File: src/hdl/mtcp_pkg.sv
// Types, codes and constants of the MIDI track chunk parser.
package mtcp_pkg;

  localparam int TICK_BITS_DEF = 32;
  localparam int QUEUE_DEPTH   = 4;
  localparam int QPTR_BITS     = $clog2(QUEUE_DEPTH);
  localparam int OUT_DATA_BITS = 112;

  localparam logic [3:0] K_TEMPO    = 4'd7;
  localparam logic [3:0] K_SYSSTART = 4'd8;
  localparam logic [3:0] K_SYSBYTE  = 4'd9;
  localparam logic [3:0] K_EOT      = 4'd10;
  localparam logic [3:0] K_ERROR    = 4'd11;

  localparam logic [7:0] ST_SYSEX   = 8'hf0;
  localparam logic [7:0] ST_ESCAPE  = 8'hf7;
  localparam logic [7:0] ST_META    = 8'hff;
  localparam logic [7:0] META_EOT   = 8'h2f;
  localparam logic [7:0] META_TEMPO = 8'h51;
  localparam logic [7:0] META_PORT  = 8'h21;

  typedef enum logic [3:0] {
    PH_DELTA, PH_STATUS, PH_DATA1, PH_DATA2, PH_SYSLEN,
    PH_SYSDATA, PH_METATYPE, PH_METALEN, PH_TEMPO, PH_SKIP
  } phase_t;

  // Everything one input byte produces: an optional main result, an optional
  // F0 sysex byte and an optional truncation error.
  typedef struct packed {
    logic        has_main;
    logic        has_f0;
    logic        has_err;
    logic [3:0]  kind;
    logic [31:0] tick;
    logic [3:0]  channel;
    logic [6:0]  first_data;
    logic [6:0]  second_data;
    logic [23:0] tempo_value;
    logic [28:0] syx_len;
    logic [7:0]  sysex_data;
  } bundle_t;

  typedef struct packed {
    logic full;
    logic empty;
  } qstat_t;

endpackage

File: src/hdl/mtcp_front.sv
// Front end: parses track bytes and builds one result bundle per byte.
module mtcp_front #(
  parameter int TICK_BITS = mtcp_pkg::TICK_BITS_DEF
) (
  input  logic             clk,
  input  logic             rst_n,
  input  logic             cfg_valid,
  input  logic             cfg_data,
  input  logic             in_valid,
  input  logic [7:0]       in_byte,
  input  logic             in_end,
  input  mtcp_pkg::qstat_t qstat,
  output logic             in_ready,
  output logic             push,
  output mtcp_pkg::bundle_t push_data
);
  import mtcp_pkg::*;

  logic                 smpte_r;
  phase_t               phase_r, phase_nxt;
  logic [7:0]           rs_r, rs_nxt, cmd_r, cmd_nxt, mtype_r, mtype_nxt;
  logic [TICK_BITS-1:0] tick_r, tick_nxt;
  logic [27:0]          vacc_r, vacc_nxt, brem_r, brem_nxt;
  logic [1:0]           vseen_r, vseen_nxt;
  logic [6:0]           held_r, held_nxt;
  logic [23:0]          tacc_r, tacc_nxt;
  logic                 done_r, done_nxt;
  bundle_t              bun;

  logic        accept;
  logic [27:0] vl_acc;
  logic [1:0]  vl_seen;
  logic        vl_done, vl_err;

  assign in_ready = !qstat.full;
  assign accept   = in_valid && in_ready;
  assign push     = accept && (bun.has_main || bun.has_f0 || bun.has_err);
  assign push_data = bun;

  // varlen step
  always_comb begin
    vl_acc = {vacc_r[20:0], in_byte[6:0]};
    if (vseen_r == 2'd3) begin
      vl_seen = 2'd0;
      vl_err  = in_byte[7];
      vl_done = !in_byte[7];
    end else begin
      vl_err = 1'b0;
      if (in_byte[7]) begin
        vl_seen = vseen_r + 2'd1;
        vl_done = 1'b0;
      end else begin
        vl_seen = 2'd0;
        vl_done = 1'b1;
      end
    end
  end

  always_comb begin
    logic [3:0]  hi;
    logic        dat;
    logic [27:0] len;
    hi = 4'd0;
    dat = 1'b0;
    len = vl_acc;
    phase_nxt = phase_r; rs_nxt = rs_r; cmd_nxt = cmd_r; mtype_nxt = mtype_r;
    tick_nxt = tick_r; vacc_nxt = vacc_r; brem_nxt = brem_r; vseen_nxt = vseen_r;
    held_nxt = held_r; tacc_nxt = tacc_r; done_nxt = done_r;
    bun = '0;
    if (!done_r) begin
      unique case (phase_r)
        PH_DELTA: begin
          vacc_nxt = vl_acc;
          vseen_nxt = vl_seen;
          if (vl_err) begin
            bun.has_main = 1'b1; bun.kind = K_ERROR; done_nxt = 1'b1;
          end else if (vl_done) begin
            tick_nxt = tick_r + TICK_BITS'(vl_acc);
            vacc_nxt = '0;
            phase_nxt = PH_STATUS;
          end
        end
        PH_STATUS: begin
          if (in_byte[7]) begin
            cmd_nxt = in_byte;
            if (in_byte < ST_SYSEX) rs_nxt = in_byte;
          end else begin
            cmd_nxt = rs_r;
            dat = 1'b1;
          end
          hi = cmd_nxt[7:4];
          if (dat && rs_r == 8'd0) begin
            bun.has_main = 1'b1; bun.kind = K_ERROR; done_nxt = 1'b1;
          end else if (hi == 4'h8 || hi == 4'h9 || hi == 4'ha || hi == 4'hb ||
                       hi == 4'he) begin
            if (dat) begin
              held_nxt = in_byte[6:0]; phase_nxt = PH_DATA2;
            end else phase_nxt = PH_DATA1;
          end else if (hi == 4'hc || hi == 4'hd) begin
            if (dat) begin
              bun.has_main = 1'b1; bun.kind = hi - 4'd8;
              bun.channel = cmd_nxt[3:0]; bun.first_data = in_byte[6:0];
              phase_nxt = PH_DELTA;
            end else phase_nxt = PH_DATA1;
          end else if (cmd_nxt == ST_SYSEX || cmd_nxt == ST_ESCAPE) begin
            vacc_nxt = '0; phase_nxt = PH_SYSLEN;
          end else if (cmd_nxt == ST_META) begin
            phase_nxt = PH_METATYPE;
          end else begin
            bun.has_main = 1'b1; bun.kind = K_ERROR; done_nxt = 1'b1;
          end
        end
        PH_DATA1: begin
          hi = cmd_r[7:4];
          if (hi == 4'h8 || hi == 4'h9 || hi == 4'ha || hi == 4'hb || hi == 4'he) begin
            held_nxt = in_byte[6:0]; phase_nxt = PH_DATA2;
          end else begin
            bun.has_main = 1'b1; bun.kind = hi - 4'd8;
            bun.channel = cmd_r[3:0]; bun.first_data = in_byte[6:0];
            phase_nxt = PH_DELTA;
          end
        end
        PH_DATA2: begin
          bun.has_main = 1'b1; bun.kind = cmd_r[7:4] - 4'd8;
          bun.channel = cmd_r[3:0]; bun.first_data = held_r;
          bun.second_data = in_byte[6:0];
          phase_nxt = PH_DELTA;
        end
        PH_SYSLEN: begin
          vacc_nxt = vl_acc;
          vseen_nxt = vl_seen;
          if (vl_err) begin
            bun.has_main = 1'b1; bun.kind = K_ERROR; done_nxt = 1'b1;
          end else if (vl_done) begin
            vacc_nxt = '0;
            bun.has_main = 1'b1; bun.kind = K_SYSSTART;
            bun.syx_len = {1'b0, len} + {28'd0, cmd_r == ST_SYSEX};
            bun.has_f0 = (cmd_r == ST_SYSEX);
            brem_nxt = len;
            phase_nxt = (len != 28'd0) ? PH_SYSDATA : PH_DELTA;
          end
        end
        PH_SYSDATA: begin
          bun.has_main = 1'b1; bun.kind = K_SYSBYTE; bun.sysex_data = in_byte;
          brem_nxt = brem_r - 28'd1;
          if (brem_nxt == 28'd0) phase_nxt = PH_DELTA;
        end
        PH_METATYPE: begin
          mtype_nxt = in_byte; vacc_nxt = '0; phase_nxt = PH_METALEN;
        end
        PH_METALEN: begin
          vacc_nxt = vl_acc;
          vseen_nxt = vl_seen;
          if (vl_err) begin
            bun.has_main = 1'b1; bun.kind = K_ERROR; done_nxt = 1'b1;
          end else if (vl_done) begin
            vacc_nxt = '0;
            if (mtype_r == META_EOT) begin
              bun.has_main = 1'b1; bun.kind = K_EOT; done_nxt = 1'b1;
            end else if (mtype_r == META_PORT) begin
              if (len == 28'd0) begin
                bun.has_main = 1'b1; bun.kind = K_ERROR; done_nxt = 1'b1;
              end else begin
                brem_nxt = len; phase_nxt = PH_SKIP;
              end
            end else if (mtype_r == META_TEMPO) begin
              if (len < 28'd3) begin
                bun.has_main = 1'b1; bun.kind = K_ERROR; done_nxt = 1'b1;
              end else if (smpte_r) begin
                brem_nxt = len; phase_nxt = PH_SKIP;
              end else begin
                brem_nxt = len - 28'd3; tacc_nxt = '0; vseen_nxt = 2'd0;
                phase_nxt = PH_TEMPO;
              end
            end else begin
              brem_nxt = len;
              phase_nxt = (len != 28'd0) ? PH_SKIP : PH_DELTA;
            end
          end
        end
        PH_TEMPO: begin
          tacc_nxt = {tacc_r[15:0], in_byte};
          vseen_nxt = vseen_r + 2'd1;
          if (vseen_r == 2'd2) begin
            vseen_nxt = 2'd0;
            bun.has_main = 1'b1; bun.kind = K_TEMPO; bun.tempo_value = tacc_nxt;
            phase_nxt = (brem_r != 28'd0) ? PH_SKIP : PH_DELTA;
          end
        end
        PH_SKIP: begin
          brem_nxt = brem_r - 28'd1;
          if (brem_nxt == 28'd0) phase_nxt = PH_DELTA;
        end
        default: phase_nxt = PH_DELTA;
      endcase
    end
    bun.tick = 32'(tick_nxt);
    if (in_end) begin
      bun.has_err = !done_nxt;
      phase_nxt = PH_DELTA; rs_nxt = '0; cmd_nxt = '0; mtype_nxt = '0;
      tick_nxt = '0; vacc_nxt = '0; brem_nxt = '0; vseen_nxt = '0;
      held_nxt = '0; tacc_nxt = '0; done_nxt = 1'b0;
    end
  end

  always_ff @(posedge clk) begin
    if (!rst_n) begin
      smpte_r <= 1'b0;
      phase_r <= PH_DELTA; rs_r <= '0; cmd_r <= '0; mtype_r <= '0;
      tick_r <= '0; vacc_r <= '0; brem_r <= '0; vseen_r <= '0;
      held_r <= '0; tacc_r <= '0; done_r <= 1'b0;
    end else begin
      if (cfg_valid) smpte_r <= cfg_data;
      if (accept) begin
        phase_r <= phase_nxt; rs_r <= rs_nxt; cmd_r <= cmd_nxt; mtype_r <= mtype_nxt;
        tick_r <= tick_nxt; vacc_r <= vacc_nxt; brem_r <= brem_nxt;
        vseen_r <= vseen_nxt; held_r <= held_nxt; tacc_r <= tacc_nxt;
        done_r <= done_nxt;
      end
    end
  end

endmodule

File: src/hdl/mtcp_queue.sv
// Short bundle queue between front and back end.
module mtcp_queue (
  input  logic              clk,
  input  logic              rst_n,
  input  logic              push,
  input  mtcp_pkg::bundle_t push_data,
  input  logic              pop,
  output mtcp_pkg::bundle_t head,
  output mtcp_pkg::qstat_t  qstat
);
  import mtcp_pkg::*;

  bundle_t              mem_r [QUEUE_DEPTH];
  logic [QPTR_BITS-1:0] wp_r, wp_nxt, rp_r, rp_nxt;
  logic [QPTR_BITS:0]   cnt_r, cnt_nxt;

  assign qstat.full  = (cnt_r == (QPTR_BITS+1)'(QUEUE_DEPTH));
  assign qstat.empty = (cnt_r == '0);
  assign head        = mem_r[rp_r];

  always_comb begin
    wp_nxt  = push ? wp_r + 1'b1 : wp_r;
    rp_nxt  = pop ? rp_r + 1'b1 : rp_r;
    cnt_nxt = cnt_r + {{QPTR_BITS{1'b0}}, push} - {{QPTR_BITS{1'b0}}, pop};
  end

  always_ff @(posedge clk) begin
    if (push) mem_r[wp_r] <= push_data;
  end

  always_ff @(posedge clk) begin
    if (!rst_n) begin
      wp_r <= '0; rp_r <= '0; cnt_r <= '0;
    end else begin
      wp_r <= wp_nxt; rp_r <= rp_nxt; cnt_r <= cnt_nxt;
    end
  end

endmodule

File: src/hdl/mtcp_back.sv
// Back end: walks each bundle and presents its results one beat at a time.
module mtcp_back (
  input  logic              clk,
  input  logic              rst_n,
  input  mtcp_pkg::bundle_t head,
  input  mtcp_pkg::qstat_t  qstat,
  input  logic              out_ready,
  output logic              out_valid,
  output logic              pop,
  output logic [3:0]        kind,
  output logic              last,
  output logic [mtcp_pkg::OUT_DATA_BITS-1:0] data
);
  import mtcp_pkg::*;

  logic [1:0] pos_r, pos_nxt, cur;
  logic [2:0] pres, mask, rest;
  logic [3:0] ch;
  logic [6:0] d1, d2;
  logic [23:0] tv;
  logic [28:0] sl;
  logic [7:0] sd;

  assign out_valid = !qstat.empty;
  assign pres = {head.has_err, head.has_f0, head.has_main};

  always_comb begin
    unique case (pos_r)
      2'd0:    mask = pres;
      2'd1:    mask = pres & 3'b110;
      default: mask = pres & 3'b100;
    endcase
    priority if (mask[0]) cur = 2'd0;
    else if (mask[1])     cur = 2'd1;
    else                  cur = 2'd2;
    rest = mask & ~(3'b001 << cur);
    last = (rest == 3'b000);
    pop  = out_valid && out_ready && last;
    pos_nxt = pos_r;
    if (out_valid && out_ready) pos_nxt = last ? 2'd0 : cur + 2'd1;
    kind = K_ERROR; ch = '0; d1 = '0; d2 = '0; tv = '0; sl = '0; sd = '0;
    unique case (cur)
      2'd0: begin
        kind = head.kind; ch = head.channel; d1 = head.first_data;
        d2 = head.second_data; tv = head.tempo_value; sl = head.syx_len;
        sd = head.sysex_data;
      end
      2'd1: begin
        kind = K_SYSBYTE; sd = ST_SYSEX;
      end
      default: kind = K_ERROR;
    endcase
    data = {1'b0, sd, sl, tv, d2, d1, ch, head.tick};
  end

  always_ff @(posedge clk) begin
    if (!rst_n) pos_r <= 2'd0;
    else        pos_r <= pos_nxt;
  end

endmodule

File: src/hdl/midi_track_chunk_parser_top.sv
// Top level of the MIDI track chunk parser.
//
// Usage:
//  - in_*: one track-chunk byte per beat; in_tdata[7:0] is the byte and
//    in_tlast marks the last byte of the chunk.
//  - cfg_*: one-bit smpte_timing register; write only while the block is idle.
//  - out_*: result beats; out_tuser is the result kind, out_tlast marks the
//    last result of one input byte, out_tdata carries the other fields.
// Timing:
//  - The front end takes one byte per cycle while the four-entry queue has
//    room; a byte that yields results is written into the queue registers.
//  - The back end sends one result per cycle while out_tready is high, so a
//    byte with n results gives n output beats (at most three: a sysex header,
//    the F0 byte and a truncation error). Bytes with no result are not queued.
//    The front end can take new bytes while earlier results wait in the queue.
// Reset (rst_n low, synchronous) clears the parser, the queue and
// smpte_timing. When the receiver stalls the queue fills and in_tready
// falls; nothing is dropped and the output beat holds.
module midi_track_chunk_parser_top #(
  parameter int TICK_BITS = mtcp_pkg::TICK_BITS_DEF
) (
  input  logic         clk,
  input  logic         rst_n,
  input  logic         cfg_valid,
  output logic         cfg_ready,
  input  logic         cfg_data,    // smpte_timing
  input  logic         in_tvalid,
  output logic         in_tready,
  input  logic [7:0]   in_tdata,    // [7:0] track_byte
  input  logic         in_tlast,    // chunk_end
  output logic         out_tvalid,
  input  logic         out_tready,
  // [31:0] tick, [35:32] channel, [42:36] first_data, [49:43] second_data,
  // [73:50] tempo_value, [102:74] syx_len, [110:103] sysex_data, [111] 0
  output logic [mtcp_pkg::OUT_DATA_BITS-1:0] out_tdata,
  output logic [3:0]   out_tuser,   // kind
  output logic         out_tlast    // last_of_run
);
  import mtcp_pkg::*;

  bundle_t push_data, head;
  qstat_t  qstat;
  logic    push, pop;

  assign cfg_ready = 1'b1;

  mtcp_front #(.TICK_BITS(TICK_BITS)) u_front (
    .clk, .rst_n,
    .cfg_valid (cfg_valid && cfg_ready),
    .cfg_data,
    .in_valid  (in_tvalid),
    .in_byte   (in_tdata),
    .in_end    (in_tlast),
    .qstat,
    .in_ready  (in_tready),
    .push,
    .push_data
  );

  mtcp_queue u_queue (
    .clk, .rst_n, .push, .push_data, .pop, .head, .qstat
  );

  mtcp_back u_back (
    .clk, .rst_n, .head, .qstat,
    .out_ready (out_tready),
    .out_valid (out_tvalid),
    .pop,
    .kind      (out_tuser),
    .last      (out_tlast),
    .data      (out_tdata)
  );

endmodule

File: config.mk
export PLATFORM = sky130hd
export DESIGN_NAME = midi_track_chunk_parser_top
export DESIGN_NICKNAME = d
export VERILOG_FILES = /design/src/hdl/mtcp_pkg.sv /design/src/hdl/mtcp_front.sv /design/src/hdl/mtcp_queue.sv /design/src/hdl/mtcp_back.sv /design/src/hdl/midi_track_chunk_parser_top.sv
export SDC_FILE = /design/constraint.sdc
export NUM_CORES = 1
export LEC_CHECK = 0
export ABC_AREA = 1
export BUFFER_PORTS_ARGS = -buffer_cell sky130_fd_sc_hd__buf_2
export CAP_MARGIN = 30
export CORE_UTILIZATION = 55
export DETAILED_ROUTE_END_ITERATION = 10
export PLACE_DENSITY = 0.75
export SETUP_SLACK_MARGIN = 0.1
export SYNTH_ARGS = -nofsm -noshare
export SYNTH_HDL_FRONTEND = slang
export SYNTH_SLANG_ARGS = --single-unit
File: constraint.sdc
create_clock -name clk -period 10.4 [get_ports clk]
set_input_delay 3.12 -clock clk [delete_from_list [all_inputs] [get_ports clk]]
set_output_delay 3.12 -clock clk [all_outputs]
set_load 0.005 [all_outputs]
## After elaboration in Yosys (flattened, before gate mapping)

Memories as Yosys holds them, arrays and structs flattened. A register that Yosys moved wholly into a read port is not among the register bits.
Cells that the tools add are included.

- Register bits: 145
- RAM bits: 472
- Bits of input ports: 15
- Output and inout port bits: 120
- Memories kept: 1

Memories:

| memory | words | width | read ports | clocked after Yosys merged registers in | wr ports | RTL line | source |
|---|---|---|---|---|---|---|---|
| u_queue.mem_r | 4 | 118 | 1 | 1 | 1 | mtcp_queue.sv:13 | `bundle_t mem_r [QUEUE_DEPTH];` |

- Add/subtract/negate cells: 12
- Order comparisons: 2
- Equal/unequal tests: 57
- Shifts and indexed selects: 1
- Multiplexer cells: 182
- Bitwise gates (word level): 2
- Reductions and logical operators: 53

Operators with widths:

| cell | number |
|---|---|
| 28-bit two-way mux | 12 |
| 21-bit two-way mux | 8 |
| 4-bit two-way mux | 41 |
| 32-bit two-way mux | 5 |
| 16-bit two-way mux | 9 |
| 8-bit two-way mux | 15 |
| 29-bit two-way mux | 4 |
| 28-bit one-hot mux with 3 select lines | 1 |
| 79-bit two-way mux | 1 |
| 24-bit two-way mux | 3 |
| 4-bit one-hot mux with 8 select lines | 2 |
| 7-bit two-way mux | 9 |
| 21-bit one-hot mux with 3 select lines | 1 |
| 4-bit equality test, second input constant | 14 |
| 28-bit logical NOT | 2 |
| 28-bit nonzero test | 2 |
| 11-bit two-way mux | 5 |
| 2-bit two-way mux | 21 |
| 1-bit two-way mux | 34 |
| 11-bit one-hot mux with 3 select lines | 1 |
| 32-bit by 28-bit adder with 32-bit output | 1 |
| 8-bit equality test, second input constant | 4 |
| 16-bit one-hot mux with 2 select lines | 1 |
| 3-bit != test, second input constant | 10 |
| other kinds (51) | 103 |

## Logic depth before layout (Yosys ltp)

Gate-level depths: netlist of the first run.

- Depth after elaboration: 18
- Gate-level depth with buffers: 19
- Depth with buffers taken out: 19

## Cells and area by module

Synthesis of the first run repeated with hierarchy kept, for this count alone.

- Cells, all modules: 3726
- Area total of the unflattened synthesis: 31916.9 um^2

By module, submodules not included:

| module | times used | cells each | area each (um^2) | seq. area each (um^2) |
|---|---|---|---|---|
| mtcp_queue | 1 | 1431 | 18818.0 | 14353.8 |
| mtcp_front | 1 | 2062 | 12029.0 | 2722.6 |
| mtcp_back | 1 | 231 | 1058.5 | 40.0 |
| midi_track_chunk_parser_top | 1 | 2 | 11.3 | 0.0 |

## Worst setup path after synthesis of the first run

No wires, ideal clock.

- Kind: input-to-reg
- From: in in_tdata[6]
- To: mem u_queue.mem_r[0][0] (netlist name) (enable)
- Setup time: 596 ps
- Data arrival time: 9328 ps
- Slack: 476 ps
- Stages: 14
- Path buffers: 1
- Cells stage by stage: buf_2 -> nor2_4 -> nand2_1 -> nor2_1 -> nand3_1 -> nor2_1 -> nand2_1 -> nand3_1 -> nand2_1 -> nand3_1 -> o21bai_2 -> nand2_2 -> nand2_2 -> nor2_1

- Longest elaborated chain between the ends: 18

Ends and longest elaborated chain:

| what | RTL line | source |
|---|---|---|
| start, declared | midi_track_chunk_parser_top.sv:29 | `input logic [7:0] in_tdata,` |
| parallel branches: the longest is 14 deep, another holds 28-bit by 2-bit < comparator with 1-bit output | n/a |  |
| 1-bit logical OR (*) | mtcp_front.sv:37 | `assign push = accept && (bun.has_main \|\| bun.has_f0 \|\| bun.has_err);` |
| 1-bit logical AND (*) | mtcp_front.sv:37 |  |
| 1-bit two-way mux (*) | mtcp_queue.sv:28 | `if (push) mem_r[wp_r] <= push_data;` |
| 1-bit two-way mux (not written as such) (*) | mtcp_queue.sv:28 |  |
| end, declared | mtcp_queue.sv:13 |  |

Every way passes the cells marked *. The select of a mux whose other input is x is not followed.

==> flow_summary.toml, run 1 <==
[layout]
fillers = 4484
final_cell_mix = "659 x nor2_1, 512 x nand2_1, 472 x edfxtp_1"
final_common_cell = "nor2_1"
design_area_um2 = 33300
drive_gt1_frac = 0.103
syn_to_final_growth_pct = 9.90
final_net_count = 3501

[critical_path]
worstPathArrival_ns = 4.27
r2r_slack_ns = 5.97
r2r_start = "u_front.phase_r[3]"
end_kind = "output pin"
reg2reg_depth = 13
r2r_end = "u_queue.mem_r[3][89]"
worstPathMaxFanout = 58
cp-endpoint = "out_tdata[65]"
critPathLaunchType = "register"
path_class = "register to output pin"
worstPathRequired_ns = 7.28

[timing]
setup_violations = 0
clock_skew_ns = 0.0229
tns_ns = 0
slew_viol_final = 0
relSlewSlack = 0.328
fmax_ghz = 0.135
period_minus_slack_ns = 7.39
hold_viol = 0
tightest_slew_ns = 1.01
hold_ws_ns = 0.462
rsz0062_at_grt = "false"
fin_crit_sh = 0.711

[synth]
ys_warn_count = 0
syn_avg_cell_area_um2 = 8.92
synthAdderAreaFrac = 0.0195
synth_compound_gate_area_share = 0.138
synth_top_cell_area_share = 0.468
syn-num-nets = 3457
synth_edf_count = 472
netlist_top_cells_area = "edfxtp_1 47%, dfxtp_1 9.7%, nor2_1 8.2%"
yosys.area_share.simple = 0.211
async_flop_share = 0
synth_xor_area_frac = 0.0119
netlist_area_um2 = 30300
synthCells = 3396
synthMuxAreaShare = 0.000330
ys_seq_elements = 619
synth-seq-area-share = 0.565
synth_area_leader_cell = "edfxtp_1"
synth_top_family_by_area = "simple AND/OR/NAND/NOR gates"
ys.flop_type = "edfxtp_1"
ys_types = 67

[placed_design]
gp_congestion = 0.988
io_buffers = 132
hpwl_um = 55100
postPlaceCellArea_um2 = 31300

[route]
drcViolationCount = 0
vias_per_cell = 5.85
ant_nets = 0
drt-pass1-iter-count = 5
avgRoutedWirePerCell_um = 19.7
drtIter0Drc = 2853
routed_wl_um = 82700
vias = 24506

[clock_tree]
cts_hold_buf = 0
cts_resized = 0
cts_buffers = 59
clock_sinks = 619
cts_tree = "yes"
clk_pin_slew_worst_paths_ns = 0.05
clock_path_buffers = 3
h-tree-depth = 2
insertion_delay_ns = 0.63
cts_setup_buffers = 0
clock-root-buffer = "clkbuf_16"

[power_and_ir_drop]
ir_drop_v = 0.000147
p_per_area_nw_per_um2 = 220
power_leakage_nw = 12.6

[global_routing]
grt_pass1_wl_um = 129000
grtUsageTotal = 0.293
antenna_found_initial = 4
grt_max_degree = 111
grt.overflow.total = 0
grt_pass1_vias = 22829

[floorplanning]
boundaryPins = 135
die-area_um2 = 56000
start_util = 0.560
die_w_um = 237
core_um2 = 54100
fp-row-count = 85
die_h_um = 237

[hold_path]
min_path_type = "register to register"

[flow_run]
maxCapViolCount = 0

[run_status]
status = "completed"
==> state kept, by name, summed over array words and instances (netlist names), 3 cells and up, named ones only <==
name / count
u_queue.mem_r: 472
u_front.tick_r: 32
u_front.brem_r: 28
u_front.vacc_r: 21
u_front.held_r: 7
u_front.cmd_r: 8
u_front.tacc_r: 16
u_front.rs_r: 8
u_queue.cnt_r: 3
u_front.phase_r: 4
u_front.mtype_r: 8
==> critical path, cell delays in order, from the launching register on <==
cell	delay [ns]
dfxtp_4	0.89
inv_4	0.49
nand3_1	0.21
nand2_1	0.07
a31oi_1	0.59
inv_2	0.49
buf_4	0.46
a21oi_1	0.24
buf_2	0.14
==> power by group <==
part	internal (W)	leakage [nW]	switching, W
Clock	0.00121	0.912	0.000927
Combinational	0.000639	6.02	0.00143
Sequential	0.00299	5.66	0.000137
Total	0.00483	12.6	0.00250
==> metrics by stage <==
stage | cells | setup slack [ns] | power, W | utilization
after floorplan | 3396 | 0.476 | 0.00453 | -
after global placement | 4071 | 3.56 | 0.00517 | 0.578
after detailed placement | 4072 | 3.45 | 0.00521 | 0.578
after CTS | 4183 | 3.00 | 0.00732 | 0.613
after global routing | 4186 | 2.77 | 0.00769 | 0.615
final | 4188 | 3.01 | 0.00733 | 0.615
==> cells in the mapped netlist, types with 7 or more instances <==
| master | n |
|---|---|
| nand3_1 | 172 |
| o21bai_1 | 8 |
| inv_1 | 197 |
| nand3b_1 | 8 |
| o21ai_0 | 331 |
| buf_1 | 23 |
| clkbuf_1 | 109 |
| o22ai_1 | 35 |
| o21ai_1 | 22 |
| a21oi_1 | 281 |
| o211ai_1 | 10 |
| nor3_1 | 38 |
| nor2_4 | 8 |
| dfxtp_1 | 147 |
| nand4_1 | 35 |
| buf_2 | 32 |
| xor2_1 | 22 |
| inv_2 | 30 |
| nor4_1 | 9 |
| ha_1 | 44 |
| nor3b_1 | 11 |
| nand2_2 | 13 |
| a21boi_0 | 14 |
| nor2_1 | 664 |
| nand2_1 | 512 |
| a22oi_1 | 12 |
| edfxtp_1 | 472 |
| buf_4 | 12 |
| a31oi_1 | 9 |
| a21o_1 | 7 |
| xnor2_1 | 19 |
| or2_2 | 12 |
| nor2_2 | 14 |
==> worst min-delay path by stage <==
stage / start / endpoint / slack [ns] / depth (start not counted)
6_report: u_front.tacc_r[14] / u_front.tacc_r[14] / 0.46 / 2
2_1_floorplan: u_queue.rp_r[1] / register / 0.44 / 2
3_3_place_gp: u_front.tacc_r[11] / u_front.tacc_r[11] / 0.45 / 2
4_1_cts: u_front.tacc_r[14] / u_front.tacc_r[14] / 0.46 / 2
3_5_place_dp: u_front.tacc_r[14] / u_front.tacc_r[14] / 0.45 / 2
5_1_grt: u_front.tacc_r[13] / u_front.tacc_r[13] / 0.48 / 2
==> logic make-up after synthesis <==
group           Yosys count
flops                   619
buf+inv                 407
xor+xnor                 41
simple gates           1514
other cells               2
fa+ha+maj                46
mux                       1
compound gates          766
==> routing by layer <==
layer	GRT usage	wire length, um
met5	0	39
met4	0.0846	2170
met3	0.0406	6290
met2	0.468	38200
met1	0.419	36000
==> cell type report <==
class | count | area, um^2 | share of cell area
sequential | 619 | 17100 | 0.514
multi-input combinational | 2370 | 11600 | 0.348
inverter | 229 | 871 | 0.0262
tap | 696 | 871 | 0.0262
timing repair buffer | 161 | 936 | 0.0281
clock inverter | 27 | 295 | 0.00887
antenna | 2 | 5.00 | 0.000150
clock buffer | 84 | 1610 | 0.0484
Power figures use the tool's default switching activity.
==> inputs of run 2 (changes only) <==
--- a/config.mk
+++ b/config.mk
@@ -10,7 +10,7 @@
 export CAP_MARGIN = 30
 export CORE_UTILIZATION = 55
 export DETAILED_ROUTE_END_ITERATION = 10
-export PLACE_DENSITY = 0.75
+export PLACE_DENSITY = 0.72
 export SETUP_SLACK_MARGIN = 0.1
 export SYNTH_ARGS = -nofsm -noshare
 export SYNTH_HDL_FRONTEND = slang
==> constraint.sdc (replaced) <==
create_clock -name clk -period 7.33 [get_ports clk]
set_input_delay 2.199 -clock clk [delete_from_list [all_inputs] [get_ports clk]]
set_output_delay 2.199 -clock clk [all_outputs]
set_load 0.005 [all_outputs]
==> run 2 against run 1 <==
Sequential cell count did not move. Die area unchanged. Routed wire length grew 5.9%. Register-to-register slack got worse by 2.7 ns. Power grew 47%. Setup slack got worse by 1.6 ns. Sequential power increased by 42%. Cell area increased by 1.2%. Non-clock buffer count increased by 8. Final cell count up 0.24%. Via count rose by 0.31%. Utilization is 0.72 points higher. Largest cell class unchanged. Largest power group unchanged.
==> flow_summary.toml, run 2 (synthesis results as in run 1) <==
[critical_path]
cpPeakStageDelay_ns = 0.78
worstPathRequired_ns = 5.13
cp_cell_sequence = "inv_4, nand3_1, nand2_1, a31oi_1, inv_2, buf_4, buf_16, a21oi_1, buf_2"
r2r_start = "u_front.phase_r[3]"
critPathLaunchType = "register"
slowest_stage = "dfxtp_4"
end_kind = "output pin"
worstPathMaxFanout = 78
path_class = "register to output pin"
worstPathArrival_ns = 3.74

[floorplanning]
fp-row-count = 85
core_um2 = 54100
die-area_um2 = 56000
die_h_um = 237
start_util = 0.560
boundaryPins = 135
die_w_um = 237

[global_routing]
grt_pass1_wl_um = 134000
grt_pass1_vias = 23333
grtUsageTotal = 0.309
grt.overflow.total = 0
antenna_found_initial = 2
grt_max_degree = 106

[placed_design]
gp_congestion = 0.978
hpwl_um = 59300
io_buffers = 132
postPlaceCellArea_um2 = 31500

[route]
routed_wl_um = 87600
ant_nets = 0
drtIter0Drc = 2382
avgRoutedWirePerCell_um = 20.9
vias_per_cell = 5.86
drcViolationCount = 0
vias = 24583
drt-pass1-iter-count = 6

[layout]
reg_top3 = "u_queue.mem_r x472, u_front.tick_r x32, u_front.brem_r x28"
final_net_count = 3511
final_common_cell = "nor2_1"
regMostFlops = "u_queue.mem_r"
drive_gt1_frac = 0.109
final_cell_mix = "659 x nor2_1, 512 x nand2_1, 472 x edfxtp_1"
syn_to_final_growth_pct = 11.2
largest_register_ffs = 472
fin_util = 0.622
design_area_um2 = 33700

[power_and_ir_drop]
power_leakage_nw = 12.8
ir_drop_v = 0.000246
p_per_area_nw_per_um2 = 320

[timing]
fmax_ghz = 0.168
fin_crit_sh = 0.810
tightest_slew_ns = 1.04
relSlewSlack = 0.307
rsz0062_at_grt = "false"
period_minus_slack_ns = 5.94
clock_skew_ns = 0.0315
hold_viol = 0
slew_viol_final = 0
setup_violations = 0

[clock_tree]
cts_tree = "yes"
cts_resized = 0
clock_path_buffers = 3
cts_setup_buffers = 0
cts_hold_buf = 0
h-tree-depth = 2
insertion_delay_ns = 0.65
cts_buffers = 61
clock_sinks = 619
clk_pin_slew_worst_paths_ns = 0.06
clock-root-buffer = "clkbuf_16"

[run_status]
status = "completed"

[hold_path]
min_path_type = "register to register"
min-delay-start = "u_queue.rp_r[1]"

[flow_run]
maxCapViolCount = 0
[run 2: area by class of cell]
| type | instances | area, um^2 |
|---|---|---|
| flip-flops and latches | 619 | 17100 |
| fillers | 4476 | 20500 |
| inverters | 229 | 871 |
| clock buffers | 75 | 1640 |
| clock inverters | 38 | 543 |
| well taps | 696 | 871 |
| diodes | 2 | 5.00 |
| repair buffers | 169 | 1050 |
| multi-input cells | 2370 | 11600 |
[run 2: where the power goes]
group,switching [W],internal [W]
combinational,0.00205,0.000932
sequential,0.000190,0.00424
clock,0.00136,0.00202
total,0.00359,0.00718
[run 2: worst max-delay path: cells and delay by family, from the launching register on]
kind | cells | cell delay, ns
AND/OR/NAND/NOR | 2 | 0.30
AO/OA/AOI/OAI | 2 | 0.78
buffers and inverters | 5 | 1.10
flip-flops | 1 | 0.78
[run 2: path summary, 6_finish.rpt]
path,endpoint,slack [ns],cells past startpoint
min,register,0.47,2
max reg2reg,u_queue.mem_r[2][57],3.31,13
max,out_tdata[71],1.39,9
min reg2reg,register,0.47,2
[run 2: routing by layer]
layer / GRT usage / share of wire
met5: 0 / 0
met4: 0.0946 / 0.024
met3: 0.0384 / 0.067
met2: 0.506 / 0.47
met1: 0.432 / 0.43
[run 2: per-stage QoR]
step	hold slack, ns	worst slack [ns]	setup TNS (ns)	std cells	total power [W]
final	0.466	1.39	0	4198	0.0108
after global routing	0.503	1.19	0	4198	0.0113
after CTS	0.465	1.30	0	4195	0.0108
after detailed placement	0.447	1.69	0	4082	0.00744
after global placement	0.440	1.70	0	4082	0.00737
after floorplan	0.436	-1.67	-789.85	3396	0.00642
